==> src/rtl/core/tick_driven_dual_clock_defines.svh <==
// Assertion macros for the tick driven dual clock block.
// Taken in by the top level with `include; depends on nothing else.
`ifndef TICK_DRIVEN_DUAL_CLOCK_DEFINES_SVH
`define TICK_DRIVEN_DUAL_CLOCK_DEFINES_SVH

// Same-cycle implication, disabled while reset is low.
`define TDC_ASSERT_IMP(LABEL, CLK, RST_N, ANTE, CONS) \
    LABEL: assert property (@(posedge CLK) disable iff (!RST_N) (ANTE) |-> (CONS)) \
        else $error("tdc same-cycle check failed");

// Next-cycle implication, disabled while reset is low.
`define TDC_ASSERT_NXT(LABEL, CLK, RST_N, ANTE, CONS) \
    LABEL: assert property (@(posedge CLK) disable iff (!RST_N) (ANTE) |=> (CONS)) \
        else $error("tdc next-cycle check failed");

`endif

==> src/rtl/core/tdc_pkg.sv <==
// Shared types and constants for the tick driven dual clock block.
// No dependencies; used by the top level, controller, datapath and divider.
`default_nettype none

package tdc_pkg;

    localparam int unsigned HZ_W     = 30;
    localparam int unsigned NS_W     = 30;
    localparam int unsigned SEC_W    = 64;
    localparam int unsigned CNT_W    = 24;
    localparam int unsigned PERIOD_W = 20;   // 1e9 / 1000 fits in 20 bits

    localparam int unsigned COUNTER_BITS   = 24;
    localparam int unsigned TICK_PERIOD_NS = 1000000;

    // ticks per second; counts per tick are hz / TICK_DIV
    localparam int unsigned TICK_DIV = 1000000000 / TICK_PERIOD_NS;

    localparam logic [NS_W-1:0] NS_PER_SEC  = NS_W'(1000000000);
    localparam logic [HZ_W-1:0] HZ_MIN      = HZ_W'(1000);
    localparam logic [HZ_W-1:0] HZ_MAX      = HZ_W'(1000000000);
    localparam logic [HZ_W-1:0] HZ_RESET    = HZ_W'(84000000);
    localparam logic [NS_W-1:0] TICK_NS     = NS_W'(TICK_PERIOD_NS);
    localparam logic [HZ_W-1:0] TICK_HZ     = HZ_W'(TICK_DIV);

    // Divide by TICK_DIV as a multiply by a rounded-up reciprocal and a shift.
    // With the shift at HZ_W + clog2(TICK_DIV) the quotient is exact for any
    // HZ_W-bit dividend.
    localparam int unsigned RECIP_SHIFT = HZ_W + $clog2(TICK_DIV);
    localparam int unsigned RECIP_W     = HZ_W + 1;
    localparam logic [RECIP_W-1:0] TICK_RECIP =
        RECIP_W'(((64'd1 << RECIP_SHIFT) + 64'(TICK_DIV) - 64'd1) / 64'(TICK_DIV));

    localparam logic [CNT_W-1:0] CNT_MASK = (COUNTER_BITS >= CNT_W) ? {CNT_W{1'b1}} :
        CNT_W'((64'd1 << COUNTER_BITS) - 64'd1);

    localparam int unsigned DIV_STEPS = HZ_W;
    localparam int unsigned DIV_CNT_W = $clog2(DIV_STEPS + 1);

    typedef enum logic [1:0] {
        CMD_TICK = 2'd0,
        CMD_READ = 2'd1,
        CMD_SET  = 2'd2,
        CMD_RES  = 2'd3
    } cmd_t;

    localparam logic [1:0] SEL_MONO = 2'd0;
    localparam logic [1:0] SEL_REAL = 2'd1;

    localparam logic STATUS_OK    = 1'b0;
    localparam logic STATUS_INVAL = 1'b1;

    // Register index as decoded from paddr[2].
    localparam logic REG_CORE_CLOCK_HZ = 1'b0;

    typedef struct packed {
        logic div_start;
        logic lat_period;
        logic lat_tick;
        logic load_in;
        logic mul_en;
        logic finish;
    } ctrl_cmd_t;

    typedef struct packed {
        logic div_done;
    } dp_status_t;

endpackage

`default_nettype wire

==> src/rtl/core/tdc_if.sv <==
// Request and response channel interfaces for the tick driven dual clock.
// Valid/ready handshake with payload; no dependencies.
`default_nettype none

interface tdc_req_if;
    logic               valid;
    logic               ready;
    logic [1:0]         cmd;
    logic [1:0]         clock_select;
    logic signed [63:0] new_seconds;
    logic signed [31:0] new_nanoseconds;
    logic [23:0]        counter_now;

    modport source (
        output valid, cmd, clock_select, new_seconds, new_nanoseconds, counter_now,
        input  ready
    );
    modport sink (
        input  valid, cmd, clock_select, new_seconds, new_nanoseconds, counter_now,
        output ready
    );
endinterface

interface tdc_rsp_if;
    logic               valid;
    logic               ready;
    logic               status;
    logic signed [63:0] seconds_out;
    logic [29:0]        nanoseconds_out;

    modport source (
        output valid, status, seconds_out, nanoseconds_out,
        input  ready
    );
    modport sink (
        input  valid, status, seconds_out, nanoseconds_out,
        output ready
    );
endinterface

`default_nettype wire

==> src/rtl/core/tick_driven_dual_clock.sv <==
// Top level of the tick driven dual clock: APB register, controller and
// datapath. Depends on tdc_pkg, tdc_if, tdc_ctrl, tdc_datapath and the defines header.
//
//  channel | dir | transaction
//  --------+-----+--------------------------------------------------------
//  req     | in  | cmd, clock_select, new_seconds, new_nanoseconds, counter_now
//  rsp     | out | status, seconds_out, nanoseconds_out
//  apb     | in  | write/read of core_clock_hz at byte address 0
//
// A transaction steps through accept, multiply of elapsed counts by the
// clock period, then add/normalize into the result register.
// After reset and after every core_clock_hz write the serial divider derives
// the clock period and a reciprocal multiply gives the counts per tick:
// req.ready stays low until both are latched (one 30-step division plus sequencing).
// A result waiting in rsp holds only the finish step; the next transaction
// is still accepted and multiplied meanwhile.
`default_nettype none
`include "tick_driven_dual_clock_defines.svh"

module tick_driven_dual_clock (
    input  wire logic   clk,
    input  wire logic   rst_n,
    tdc_req_if.sink     req,
    tdc_rsp_if.source   rsp,
    input  wire logic        psel,
    input  wire logic        penable,
    input  wire logic        pwrite,
    input  wire logic [2:0]  paddr,
    input  wire logic [31:0] pwdata,
    output logic [31:0]      prdata,
    output logic             pready
);

    tdc_pkg::ctrl_cmd_t        ctrl;
    tdc_pkg::dp_status_t       stat;
    logic                      cfg_wr;
    logic                      reg_hit;
    logic [tdc_pkg::HZ_W-1:0]  core_clock_hz;
    logic                      in_ready;
    logic                      out_valid;

    assign pready  = 1'b1;
    assign reg_hit = (paddr[2] == tdc_pkg::REG_CORE_CLOCK_HZ);
    assign cfg_wr  = psel && penable && pwrite && pready && reg_hit;
    assign prdata  = reg_hit ? 32'(core_clock_hz) : 32'd0;

    tdc_ctrl u_ctrl (
        .clk       (clk),
        .rst_n     (rst_n),
        .cfg_wr    (cfg_wr),
        .in_valid  (req.valid),
        .in_ready  (in_ready),
        .out_valid (out_valid),
        .out_ready (rsp.ready),
        .stat      (stat),
        .ctrl      (ctrl)
    );

    tdc_datapath u_dp (
        .clk                (clk),
        .rst_n              (rst_n),
        .ctrl               (ctrl),
        .stat               (stat),
        .cfg_wr             (cfg_wr),
        .cfg_data           (pwdata[tdc_pkg::HZ_W-1:0]),
        .core_clock_hz      (core_clock_hz),
        .in_cmd             (req.cmd),
        .in_clock_select    (req.clock_select),
        .in_new_seconds     (req.new_seconds),
        .in_new_nanoseconds (req.new_nanoseconds),
        .in_counter_now     (req.counter_now),
        .out_status         (rsp.status),
        .out_seconds        (rsp.seconds_out),
        .out_nanoseconds    (rsp.nanoseconds_out)
    );

    assign req.ready = in_ready;
    assign rsp.valid = out_valid;

    `TDC_ASSERT_NXT(a_cfg_recompute, clk, rst_n, cfg_wr, !req.ready)
    `TDC_ASSERT_NXT(a_one_at_a_time, clk, rst_n, req.valid && req.ready, !req.ready)
    `TDC_ASSERT_IMP(a_ns_normalized, clk, rst_n, rsp.valid, rsp.nanoseconds_out < tdc_pkg::NS_PER_SEC)
    `TDC_ASSERT_IMP(a_inval_zero, clk, rst_n, rsp.valid && rsp.status, (rsp.seconds_out == 64'sd0) && (rsp.nanoseconds_out == 30'd0))

endmodule

`default_nettype wire

==> src/rtl/core/tdc_divider.sv <==
// Radix-2 restoring divider, one quotient bit per cycle.
// Depends on tdc_pkg for widths.
`default_nettype none

module tdc_divider (
    input  wire logic                    clk,
    input  wire logic                    rst_n,
    input  wire logic                    start,
    input  wire logic [tdc_pkg::HZ_W-1:0] dividend,
    input  wire logic [tdc_pkg::HZ_W-1:0] divisor,
    output logic                         done,
    output logic [tdc_pkg::HZ_W-1:0]     quotient
);

    logic [tdc_pkg::HZ_W-1:0]      rem_reg, rem_next;
    logic [tdc_pkg::HZ_W-1:0]      quo_reg, quo_next;
    logic [tdc_pkg::HZ_W-1:0]      dsr_reg;
    logic [tdc_pkg::DIV_CNT_W-1:0] cnt_reg;
    logic                          busy_reg;
    logic                          done_reg;
    logic [tdc_pkg::HZ_W:0]        trial;
    logic                          fits;

    always_comb
    begin
        trial    = {rem_reg, quo_reg[tdc_pkg::HZ_W-1]};
        fits     = trial >= {1'b0, dsr_reg};
        rem_next = fits ? tdc_pkg::HZ_W'(trial - {1'b0, dsr_reg})
                        : trial[tdc_pkg::HZ_W-1:0];
        quo_next = {quo_reg[tdc_pkg::HZ_W-2:0], fits};
    end

    always_ff @(posedge clk or negedge rst_n)
    begin
        if (!rst_n)
        begin
            busy_reg <= 1'b0;
            done_reg <= 1'b0;
            cnt_reg  <= '0;
        end
        else
        begin
            done_reg <= 1'b0;
            if (start)
            begin
                busy_reg <= 1'b1;
                cnt_reg  <= tdc_pkg::DIV_CNT_W'(tdc_pkg::DIV_STEPS);
            end
            else if (busy_reg)
            begin
                cnt_reg <= cnt_reg - 1'b1;
                if (cnt_reg == tdc_pkg::DIV_CNT_W'(1))
                begin
                    busy_reg <= 1'b0;
                    done_reg <= 1'b1;
                end
            end
        end
    end

    always_ff @(posedge clk)
    begin
        if (start)
        begin
            rem_reg <= '0;
            quo_reg <= dividend;
            dsr_reg <= divisor;
        end
        else if (busy_reg)
        begin
            rem_reg <= rem_next;
            quo_reg <= quo_next;
        end
    end

    assign done     = done_reg;
    assign quotient = quo_reg;

endmodule

`default_nettype wire

==> src/rtl/core/tdc_datapath.sv <==
// Datapath: clock state, config register, derived periods, multiply and
// normalize stages, result registers. Depends on tdc_pkg and tdc_divider.
`default_nettype none

module tdc_datapath (
    input  wire logic                         clk,
    input  wire logic                         rst_n,
    input  wire tdc_pkg::ctrl_cmd_t           ctrl,
    output tdc_pkg::dp_status_t               stat,
    input  wire logic                         cfg_wr,
    input  wire logic [tdc_pkg::HZ_W-1:0]     cfg_data,
    output logic [tdc_pkg::HZ_W-1:0]          core_clock_hz,
    input  wire logic [1:0]                   in_cmd,
    input  wire logic [1:0]                   in_clock_select,
    input  wire logic signed [63:0]           in_new_seconds,
    input  wire logic signed [31:0]           in_new_nanoseconds,
    input  wire logic [tdc_pkg::CNT_W-1:0]    in_counter_now,
    output logic                              out_status,
    output logic signed [63:0]                out_seconds,
    output logic [tdc_pkg::NS_W-1:0]          out_nanoseconds
);

    localparam int unsigned HZ_W     = tdc_pkg::HZ_W;
    localparam int unsigned NS_W     = tdc_pkg::NS_W;
    localparam int unsigned SEC_W    = tdc_pkg::SEC_W;
    localparam int unsigned PERIOD_W = tdc_pkg::PERIOD_W;
    localparam int unsigned PROD_W   = HZ_W + PERIOD_W;
    localparam int unsigned TPROD_W  = HZ_W + tdc_pkg::RECIP_W;

    // configuration and derived values
    logic [HZ_W-1:0]     hz_reg;
    logic [HZ_W-1:0]     eff_hz;
    logic [PERIOD_W-1:0] period_reg;
    logic [HZ_W-1:0]     per_tick_reg;
    logic                div_done;
    logic [HZ_W-1:0]     div_quo;
    logic [TPROD_W-1:0]  tick_prod;

    // clock state
    logic [SEC_W-1:0] mono_s_reg, real_s_reg;
    logic [NS_W-1:0]  mono_ns_reg, real_ns_reg;

    // captured transaction
    tdc_pkg::cmd_t            cmd_reg;
    logic [1:0]               sel_reg;
    logic [SEC_W-1:0]         nsec_reg;
    logic [31:0]              nns_reg;
    logic [tdc_pkg::CNT_W-1:0] cnt_reg;
    logic [NS_W-1:0]          prod_reg;

    // output payload
    logic             status_reg, status_next;
    logic [SEC_W-1:0] sec_reg, sec_next;
    logic [NS_W-1:0]  ns_reg, ns_next;

    logic [HZ_W-1:0]   ticks;
    logic [PROD_W-1:0] prod_full;

    logic [SEC_W-1:0] sel_s;
    logic [NS_W-1:0]  sel_ns;
    logic [NS_W:0]    sum;
    logic             sum_carry;
    logic [NS_W:0]    mono_adv, real_adv;
    logic             mono_carry, real_carry;
    logic [NS_W-1:0]  mono_ns_next, real_ns_next;
    logic             sel_ok;
    logic             set_ok;

    assign eff_hz = (hz_reg < tdc_pkg::HZ_MIN) ? tdc_pkg::HZ_MIN :
                    (hz_reg > tdc_pkg::HZ_MAX) ? tdc_pkg::HZ_MAX : hz_reg;

    tdc_divider u_div (
        .clk      (clk),
        .rst_n    (rst_n),
        .start    (ctrl.div_start),
        .dividend (tdc_pkg::NS_PER_SEC),
        .divisor  (eff_hz),
        .done     (div_done),
        .quotient (div_quo)
    );

    assign stat.div_done = div_done;

    always_ff @(posedge clk or negedge rst_n)
    begin
        if (!rst_n)
        begin
            hz_reg      <= tdc_pkg::HZ_RESET;
            mono_s_reg  <= '0;
            mono_ns_reg <= '0;
            real_s_reg  <= '0;
            real_ns_reg <= '0;
        end
        else
        begin
            if (cfg_wr)
            begin
                hz_reg <= cfg_data;
            end
            if (ctrl.finish && (cmd_reg == tdc_pkg::CMD_TICK))
            begin
                mono_s_reg  <= mono_s_reg + SEC_W'(mono_carry);
                mono_ns_reg <= mono_ns_next;
                real_s_reg  <= real_s_reg + SEC_W'(real_carry);
                real_ns_reg <= real_ns_next;
            end
            else if (ctrl.finish && (cmd_reg == tdc_pkg::CMD_SET) && set_ok)
            begin
                real_s_reg  <= nsec_reg;
                real_ns_reg <= nns_reg[NS_W-1:0];
            end
        end
    end

    // elapsed part of the current tick period, saturating at zero
    always_comb
    begin
        ticks     = (HZ_W'(cnt_reg) < per_tick_reg) ? (per_tick_reg - HZ_W'(cnt_reg)) : '0;
        prod_full = PROD_W'(ticks) * PROD_W'(period_reg);
        // counts per tick: clamped frequency times the reciprocal of the tick rate
        tick_prod = TPROD_W'(eff_hz) * TPROD_W'(tdc_pkg::TICK_RECIP);
    end

    always_ff @(posedge clk)
    begin
        if (ctrl.lat_period)
        begin
            period_reg <= div_quo[PERIOD_W-1:0];
        end
        if (ctrl.lat_tick)
        begin
            per_tick_reg <= HZ_W'(tick_prod >> tdc_pkg::RECIP_SHIFT);
        end
        if (ctrl.load_in)
        begin
            cmd_reg  <= tdc_pkg::cmd_t'(in_cmd);
            sel_reg  <= in_clock_select;
            nsec_reg <= $unsigned(in_new_seconds);
            nns_reg  <= $unsigned(in_new_nanoseconds);
            cnt_reg  <= in_counter_now & tdc_pkg::CNT_MASK;
        end
        if (ctrl.mul_en)
        begin
            // product never exceeds one tick period, so it fits below 1e9
            prod_reg <= prod_full[NS_W-1:0];
        end
        if (ctrl.finish)
        begin
            status_reg <= status_next;
            sec_reg    <= sec_next;
            ns_reg     <= ns_next;
        end
    end

    always_comb
    begin
        sel_s  = (sel_reg == tdc_pkg::SEL_MONO) ? mono_s_reg : real_s_reg;
        sel_ns = (sel_reg == tdc_pkg::SEL_MONO) ? mono_ns_reg : real_ns_reg;
        sum       = {1'b0, sel_ns} + {1'b0, prod_reg};
        sum_carry = sum >= {1'b0, tdc_pkg::NS_PER_SEC};

        mono_adv     = {1'b0, mono_ns_reg} + {1'b0, tdc_pkg::TICK_NS};
        mono_carry   = mono_adv >= {1'b0, tdc_pkg::NS_PER_SEC};
        mono_ns_next = mono_carry ? NS_W'(mono_adv - {1'b0, tdc_pkg::NS_PER_SEC})
                                  : mono_adv[NS_W-1:0];
        real_adv     = {1'b0, real_ns_reg} + {1'b0, tdc_pkg::TICK_NS};
        real_carry   = real_adv >= {1'b0, tdc_pkg::NS_PER_SEC};
        real_ns_next = real_carry ? NS_W'(real_adv - {1'b0, tdc_pkg::NS_PER_SEC})
                                  : real_adv[NS_W-1:0];

        sel_ok = sel_reg inside {tdc_pkg::SEL_MONO, tdc_pkg::SEL_REAL};
        set_ok = (sel_reg == tdc_pkg::SEL_REAL) && (nns_reg < 32'(tdc_pkg::NS_PER_SEC));

        status_next = tdc_pkg::STATUS_OK;
        sec_next    = '0;
        ns_next     = '0;
        case (cmd_reg)
            tdc_pkg::CMD_TICK:
            begin
                status_next = tdc_pkg::STATUS_OK;
            end
            tdc_pkg::CMD_READ:
            begin
                if (!sel_ok)
                begin
                    status_next = tdc_pkg::STATUS_INVAL;
                end
                else
                begin
                    sec_next = sel_s + SEC_W'(sum_carry);
                    ns_next  = sum_carry ? NS_W'(sum - {1'b0, tdc_pkg::NS_PER_SEC})
                                         : sum[NS_W-1:0];
                end
            end
            tdc_pkg::CMD_SET:
            begin
                status_next = set_ok ? tdc_pkg::STATUS_OK : tdc_pkg::STATUS_INVAL;
            end
            tdc_pkg::CMD_RES:
            begin
                if (!sel_ok)
                begin
                    status_next = tdc_pkg::STATUS_INVAL;
                end
                else
                begin
                    ns_next = NS_W'(period_reg);
                end
            end
            default:
            begin
                status_next = tdc_pkg::STATUS_INVAL;
            end
        endcase
    end

    assign core_clock_hz   = hz_reg;
    assign out_status      = status_reg;
    assign out_seconds     = $signed(sec_reg);
    assign out_nanoseconds = ns_reg;

endmodule

`default_nettype wire

==> src/rtl/core/tdc_ctrl.sv <==
// Controller: sequences the period division after reset or a register
// write, then steps each transaction through multiply and finish.
// Depends on tdc_pkg.
`default_nettype none

module tdc_ctrl (
    input  wire logic                clk,
    input  wire logic                rst_n,
    input  wire logic                cfg_wr,
    input  wire logic                in_valid,
    output logic                     in_ready,
    output logic                     out_valid,
    input  wire logic                out_ready,
    input  wire tdc_pkg::dp_status_t stat,
    output tdc_pkg::ctrl_cmd_t       ctrl
);

    typedef enum logic [2:0] {
        ST_DIV_PERIOD,
        ST_WAIT_PERIOD,
        ST_IDLE,
        ST_MUL,
        ST_FIN
    } state_t;

    state_t state_reg, state_next;
    logic   out_valid_reg, out_valid_next;
    logic   out_free;

    assign out_free = !out_valid_reg || out_ready;

    always_comb
    begin
        ctrl.div_start  = (state_reg == ST_DIV_PERIOD);
        ctrl.lat_period = (state_reg == ST_WAIT_PERIOD) && stat.div_done;
        // counts per tick come from a multiply; latch them with the period
        ctrl.lat_tick   = (state_reg == ST_WAIT_PERIOD) && stat.div_done;
        ctrl.load_in    = (state_reg == ST_IDLE) && in_valid;
        ctrl.mul_en     = (state_reg == ST_MUL);
        ctrl.finish     = (state_reg == ST_FIN) && out_free;
    end

    always_comb
    begin
        state_next = state_reg;
        case (state_reg)
            ST_DIV_PERIOD:  state_next = ST_WAIT_PERIOD;
            ST_WAIT_PERIOD: if (stat.div_done) state_next = ST_IDLE;
            ST_IDLE:        if (in_valid) state_next = ST_MUL;
            ST_MUL:         state_next = ST_FIN;
            ST_FIN:         if (out_free) state_next = ST_IDLE;
            default:        state_next = ST_DIV_PERIOD;
        endcase
        // a new clock frequency invalidates both derived periods
        if (cfg_wr)
        begin
            state_next = ST_DIV_PERIOD;
        end

        out_valid_next = out_valid_reg;
        if (out_ready)
        begin
            out_valid_next = 1'b0;
        end
        if (ctrl.finish)
        begin
            out_valid_next = 1'b1;
        end
    end

    always_ff @(posedge clk or negedge rst_n)
    begin
        if (!rst_n)
        begin
            state_reg     <= ST_DIV_PERIOD;
            out_valid_reg <= 1'b0;
        end
        else
        begin
            state_reg     <= state_next;
            out_valid_reg <= out_valid_next;
        end
    end

    assign in_ready  = (state_reg == ST_IDLE);
    assign out_valid = out_valid_reg;

endmodule

`default_nettype wire
==> src/flat_wrapper.sv <==
// flat-port wrapper written by rule: the top's interface ports become plain ports
module tick_driven_dual_clock_flat 
  (clk, rst_n, psel, penable, pwrite, paddr, pwdata, prdata, pready, req_valid, req_cmd, req_clock_select, req_new_seconds, req_new_nanoseconds, req_counter_now, req_ready, rsp_valid, rsp_status, rsp_seconds_out, rsp_nanoseconds_out, rsp_ready);
  tdc_req_if req_i ();
  tdc_rsp_if rsp_i ();
  input  wire logic clk;
  input  wire logic rst_n;
  input  wire logic psel;
  input  wire logic penable;
  input  wire logic pwrite;
  input  wire logic [2:0] paddr;
  input  wire logic [31:0] pwdata;
  output logic [31:0] prdata;
  output logic pready;
  input wire logic [$bits(req_i.valid)-1:0] req_valid;
  input wire logic [$bits(req_i.cmd)-1:0] req_cmd;
  input wire logic [$bits(req_i.clock_select)-1:0] req_clock_select;
  input wire logic [$bits(req_i.new_seconds)-1:0] req_new_seconds;
  input wire logic [$bits(req_i.new_nanoseconds)-1:0] req_new_nanoseconds;
  input wire logic [$bits(req_i.counter_now)-1:0] req_counter_now;
  output wire logic [$bits(req_i.ready)-1:0] req_ready;
  output wire logic [$bits(rsp_i.valid)-1:0] rsp_valid;
  output wire logic [$bits(rsp_i.status)-1:0] rsp_status;
  output wire logic [$bits(rsp_i.seconds_out)-1:0] rsp_seconds_out;
  output wire logic [$bits(rsp_i.nanoseconds_out)-1:0] rsp_nanoseconds_out;
  input wire logic [$bits(rsp_i.ready)-1:0] rsp_ready;
  assign req_i.valid = req_valid;
  assign req_i.cmd = req_cmd;
  assign req_i.clock_select = req_clock_select;
  assign req_i.new_seconds = req_new_seconds;
  assign req_i.new_nanoseconds = req_new_nanoseconds;
  assign req_i.counter_now = req_counter_now;
  assign req_ready = req_i.ready;
  assign rsp_valid = rsp_i.valid;
  assign rsp_status = rsp_i.status;
  assign rsp_seconds_out = rsp_i.seconds_out;
  assign rsp_nanoseconds_out = rsp_i.nanoseconds_out;
  assign rsp_i.ready = rsp_ready;
  tick_driven_dual_clock u_core (.clk(clk), .rst_n(rst_n), .req(req_i), .rsp(rsp_i), .psel(psel), .penable(penable), .pwrite(pwrite), .paddr(paddr), .pwdata(pwdata), .prdata(prdata), .pready(pready));
endmodule
==> config.mk <==
export PLATFORM = sky130hd
export DESIGN_NAME = tick_driven_dual_clock_flat
export DESIGN_NICKNAME = d
export VERILOG_FILES = /design/src/rtl/core/tdc_pkg.sv /design/src/rtl/core/tdc_if.sv /design/src/rtl/core/tick_driven_dual_clock.sv /design/src/rtl/core/tdc_divider.sv /design/src/rtl/core/tdc_datapath.sv /design/src/rtl/core/tdc_ctrl.sv /design/src/flat_wrapper.sv
export VERILOG_INCLUDE_DIRS = /design/src /design/src/rtl/core
export SDC_FILE = /design/constraint.sdc
export NUM_CORES = 2
export LEC_CHECK = 0
export BUFFER_PORTS_ARGS = -buffer_cell sky130_fd_sc_hd__buf_2
export CAP_MARGIN = 20
export CORE_MARGIN = 5
export CORE_UTILIZATION = 60
export CTS_CLUSTER_DIAMETER = 40
export DETAILED_ROUTE_END_ITERATION = 8
export PLACE_DENSITY = 0.84
export SYNTH_ARGS = -nofsm -noshare
export SYNTH_HDL_FRONTEND = slang
export SYNTH_SLANG_ARGS = --single-unit
==> constraint.sdc <==
create_clock -name clk -period 18.7 [get_ports clk]
set_input_delay 3.74 -clock clk [delete_from_list [all_inputs] [get_ports clk]]
set_output_delay 3.74 -clock clk [all_outputs]
set_load 0.02 [all_outputs]
Word level (Yosys, flattened, before mapping)
Index checks and enable logic that the tools add are counted.
{ "classes": {"n_addsub": 12, "mul": 2, "n_lt_le_gt_ge": 8, "n_eq_ne": 12, "muxes": 35, "bitwise": 1, "reduce_logical": 22} }
{ "op_table": {"columns": ["operator", "count"], "rows": [
  ["$mux W30", 12],
  ["$add A64 B1 Y64", 3],
  ["$mux W64", 3],
  ["$ge A31 B30 Y1 const B", 3],
  ["$sub A30 B30 Y30 const B", 3],
  ["$add A30 B20 Y31 const B", 2],
  ["$pmux W30 S2", 1],
  ["$mul A30 B29 Y59 const B", 1],
  ["$lt A32 B30 Y1 const B", 1],
  ["$add A30 B30 Y31", 1],
  ["$ge A31 B30 Y1", 1],
  ["$gt A30 B30 Y1 const B", 1],
  ["$lt A30 B10 Y1 const B", 1],
  ["$mul A30 B20 Y30", 1],
  ["$sub A30 B30 Y30", 1],
  ["$sub A21 B24 Y25", 1],
  ["$lt A24 B21 Y1", 1],
  ["$mux W20", 1],
  ["$pmux W3 S5", 1],
  ["$mux W3", 4],
  ["$logic_and A1 B1 Y1", 10],
  ["$mux W1", 10],
  ["$mux W5", 2],
  ["$reduce_bool A2 Y1", 4],
  ["18 further kinds", 23]
]} }
{ "word_totals": {"ff_bits": 609} }

Logic depth before layout (Yosys ltp)
{ "depth": {"word_depth": 7, "depth_mapped": 39, "mapped_depth_nobuf": 37} }

By module
From an unflattened synthesis, not the netlist that was laid out.
{ "unflattened": {"hier_cells": 6112, "area_unflattened_um2": 59281.9} }
{ "by_module_without_submodules": {"columns": ["mod", "n_inst", "cells_per_inst", "area_per_inst_um2", "seq_area_each_um2"], "rows": [
  ["tdc_datapath", 1, 5505, 53178.5, 14024.7],
  ["tdc_divider", 1, 543, 5586.6, 2577.5],
  ["tick_driven_dual_clock", 1, 39, 261.5, 0.0],
  ["tdc_ctrl", 1, 25, 255.2, 100.1]
]} }

Worst setup path before layout
Ideal clock, no wire load.
{ "synth_timing": {"kind": "flip-flop to flip-flop", "from": "reg u_core.u_dp.hz_reg[11], in the netlist u_core.u_dp.core_clock_hz[11]", "to": "reg u_core.u_dp.per_tick_reg[19] (data pin)", "setup_time_ns": 0.260, "arrival_time_ns": 8.585, "setup_slack_ns": 9.855, "path_stages_with_launch": 34, "n_path_buf": 0, "path_cell_list": "dfstp_2 nor4b_1 nand4_1 or3_1 nand4_1 clkinv_1 nor2_1 inv_1 ha_1 fa_1 fa_1 inv_1 fa_1 inv_1 fa_1 inv_1 fa_1 inv_1 fa_1 inv_1 fa_1 inv_1 ha_1 nand4_1 nor4_1 o211ai_1 o221ai_1 o31ai_1 o31ai_1 a21oi_1 o31ai_1 or3_1 a31oi_1 xnor2_1"} }
{ "synth_between": {"elab_chain_len": 4} }
{ "synth_rtl": {"columns": ["element", "line_no", "source"], "rows": [
  ["from (decl)", "tdc_datapath.sv:31", "logic [HZ_W-1:0] hz_reg;"],
  ["from (signal assigned)", "tdc_datapath.sv:88", "hz_reg <= tdc_pkg::HZ_RESET;"],
  ["from (signal assigned)", "tdc_datapath.sv:98", "hz_reg <= cfg_data;"],
  ["$gt A30 B30 Y1", "tdc_datapath.sv:70", "(hz_reg > tdc_pkg::HZ_MAX) ? tdc_pkg::HZ_MAX : hz_reg;"],
  ["$mux W30", "tdc_datapath.sv:70", null],
  ["$mux W30 *", "tdc_datapath.sv:69", "assign eff_hz = (hz_reg < tdc_pkg::HZ_MIN) ? tdc_pkg::HZ_MIN :"],
  ["via u_core.u_dp.eff_hz[17]", "tdc_datapath.sv:32", "logic [HZ_W-1:0] eff_hz;"],
  ["$mul A30 B29 Y59 *", "tdc_datapath.sv:121", "tick_prod = TPROD_W'(eff_hz) * TPROD_W'(tdc_pkg::TICK_RECIP);"],
  ["via u_core.u_dp.tick_prod[59]", "tdc_datapath.sv:37", "logic [TPROD_W-1:0] tick_prod;"],
  ["to (signal assigned)", "tdc_datapath.sv:132", "per_tick_reg <= HZ_W'(tick_prod >> tdc_pkg::RECIP_SHIFT);"],
  ["to (decl)", "tdc_datapath.sv:34", "logic [HZ_W-1:0] per_tick_reg;"]
]} }
Mark *: on every way through the listed nets, which the timed path passes. The rest lies on a longest branch.
A chain may end at the register's enable or synchronous reset.

Final worst setup path
{ "layout_timing": {"from": "reg u_core.u_dp.hz_reg[22], in the netlist u_core.u_dp.core_clock_hz[22]", "to": "reg u_core.u_dp.per_tick_reg[19] (data pin)"} }
The elaborated chain is that of the path after synthesis.

==> reports/metrics.csv <==
stage;metric;value;unit
outcome;status;completed;
cts;CTS Buf Count;90;
timing;Max Transition Viols Final;0;
cts;Root Buffer;clkbuf_16;
floorplanning;row count;115;
drt;wire length per cell;20.2;um
drt;vias per inst;5.97;
finish;NumNets Final;7630;
timing;f_max;0.0872;GHz
placed_design;routability cong.;0.947;
critical_path;Max stage delay on crit path;670;ps
synth;Gate Count Post-Synth;6112;
critical_path;crit path max fanout;16;
synth;Yosys reg bits;603;
cts;number of gates resized after cts;0;
drt;via count;45900;
critical_path;Critical Path Source Type;register;
synth;sequential area share after synthesis;27.8;%
floorplanning;Initial Utilization;60.1;%
cts;CTS max path bufs;3;
timing;crit share post-route;61.3;%
floorplanning;Die Wd;323;um
critical_path;WP data arrival;11860;ps
timing;Final Critical Period;11460;ps
drt;initial DRC count;4147;
critical_path;data required time at the worst endpoint;19090;ps
synth;ys async rst share;37.0;%
synth;number of library cell types mapped by synthesis;120;
finish;most frequent cells in the layout;inv_1, nand2_1, fa_1;
timing;setup violators final;0;
critical_path;most frequent CP cell;inv_1;
job;MaxCap Viol Count;0;
global_route;initial antenna violation count;9;
timing;Clock Skews;42.0;ps
timing;Worst Tran Pin Value;1160;ps
global_route;GRT Util Overall;29.7;%
finish;Syn-to-layout area delta;10.4;%
global_route;number of global-route vias before repair;47300;
floorplanning;DIE AREA;105000;um^2
cts;Worst-path clk slew;60;ps
timing;Max transition margin;22.6;%
critical_path;crit path kind;register to register;
synth;ys flop type;edfxtp_1;
drt;Routed Antenna Nets;0;
floorplanning;Die Ht;323;um
global_route;Overflow after GRT;0;
synth;Post-synth EDFFs;320;
timing;Hold Vio Cnt, Final;0;
finish;commonest non-fill, non-tap cell in the layout;inv_1;
placed_design;HPWL after DPL;116;mm
cts;H-Tree Depth;3;
timing;Setup TNS Final;0;ps
critical_path;CP Capture Type;register;
floorplanning;core area;98000;um^2
floorplanning;io pins;296;
cts;Num Clock Sinks;603;
cts;hold_buf cts;0;
global_route;first-pass GRT wire length;248;mm
drt;first-pass iteration count of the detailed router;6;
cts;setup bufs post-CTS;0;
placed_design;# port buffers;288;
timing;RSZ-0062 raised after global routing;false;
synth;Synth Cell Area;58900;um^2
global_route;pin count of the biggest net entering global routing;97;
finish;layout cells sized above 1;10.2;%
drt;# DRC;0;
cts;Worst-Skew Late Latency;680;ps
drt;total wire length;155;mm
cts;CTS tree;built;
synth;Synth Warn #;0;
critical_path;slowest CP cell;nor4_1;
min_path;Hold/Removal Path Class;register to register;
synth;Post-Syn Area per Cell;9.64;um^2
[worst max-delay path, delay by kind of cell, from the launching register on]
family,cells,cell delay [ps]
and+or+nand+nor,8,3100
xor gates and xnor gates,1,140
DFF,1,410
AOI/OAI and AO/OA,7,2220
adders and majority gates,9,4080
buffers and inverters,8,1190
[cells by family after synthesis]
| family | count (synthesis) | synth area share [%] |
|---|---|---|
| AND/OR/NAND/NOR | 1777 | 14.5 |
| XOR/XNOR | 334 | 5.06 |
| buffers and inverters | 1211 | 7.84 |
| AO/OA/AOI/OAI | 913 | 10.5 |
| other | 2 | 0.0127 |
| multiplexers | 129 | 2.28 |
| flip-flops | 603 | 27.8 |
| adder cells (fa/ha/maj) | 1143 | 31.9 |
[per-stage QoR]
stage	setup WS [ps]	hold WS, ps	cells	cell area [um^2]	util (%)
after floorplan	9850	415	6127	59000	-
after global placement	7640	439	7509	61500	62.8
after detailed placement	7500	444	7509	61500	62.8
after CTS	7350	460	7679	64800	66.2
after global routing	6770	475	7691	65000	66.3
final	7240	460	7692	65000	66.3
[area by class of cell]
| cell class | count | area [um^2] |
|---|---|---|
| Timing Repair Buffer | 348 | 1990 |
| Clock buffer | 106 | 2460 |
| Fill cell | 7191 | 33000 |
| Antenna cell | 6 | 15.0 |
| Inverter | 965 | 3630 |
| Clock inverter | 64 | 896 |
| Tap cell | 1287 | 1610 |
| Multi-Input combinational cell | 4313 | 38000 |
| Sequential cell | 603 | 16400 |
[synth_stat cells (all sizes together), types with 24 or more instances]
cell	n	area share (%)
dfrtp	214	9.1
o31ai	24	0.31
nor2	340	2.2
inv	963	6.1
buf	49	0.43
dfxtp	60	2.0
xnor2	229	3.4
edfxtp	320	16
a31oi	46	0.54
nor3	88	0.79
a22oi	24	0.31
and3	62	0.66
xor2	102	1.5
a211oi	64	0.84
o21a	28	0.36
nor4	27	0.36
nand2b	34	0.37
ha	547	12
nand4	53	0.58
clkbuf	197	1.3
nand2	666	4.2
o21ai	224	1.9
mux2	42	0.80
nor2b	55	0.58
nand3	120	1.0
fa	596	20
mux2i	87	1.5
o211ai	36	0.49
a21o	65	0.83
and2	219	2.3
a21oi	205	1.8
or3	33	0.36
o21bai	24	0.31
[routing by layer]
metal / routed length (um) / up-vias / global-route usage, %
li1: - / 20700 / -
met5: 15 / - / 0
met2: 74800 / 1966 / 49.5
met4: 8790 / 2 / 14.7
met1: 60300 / 22700 / 37.7
met3: 11400 / 511 / 5.09
[worst paths after layout]
check	startpoint	end	slack [ps]	cells after the start
worst max-delay path	u_core.u_dp.core_clock_hz[22]$_DFFE_PN0P_	u_core.u_dp.per_tick_reg[19]$_DFFE_PP_	7240	33
worst min-delay path	u_core.u_dp.nsec_reg[22]$_DFFE_PP_	u_core.u_dp.real_s_reg[22]$_DFFE_PN0P_	460	2
worst max register to register	u_core.u_dp.core_clock_hz[22]$_DFFE_PN0P_	u_core.u_dp.per_tick_reg[19]$_DFFE_PP_	7240	33
worst min register to register	u_core.u_dp.nsec_reg[22]$_DFFE_PP_	u_core.u_dp.real_s_reg[22]$_DFFE_PN0P_	460	2
max in group asynchronous	rst_n	u_core.u_dp.core_clock_hz[28]$_DFFE_PN0P_	14300	2
min in group asynchronous	rst_n	u_core.u_dp.real_ns_reg[1]$_DFFE_PN0P_	3070	1
Power is not shown: default switching activity piles up to over one toggle a cycle in this logic, so the estimate is an artifact.
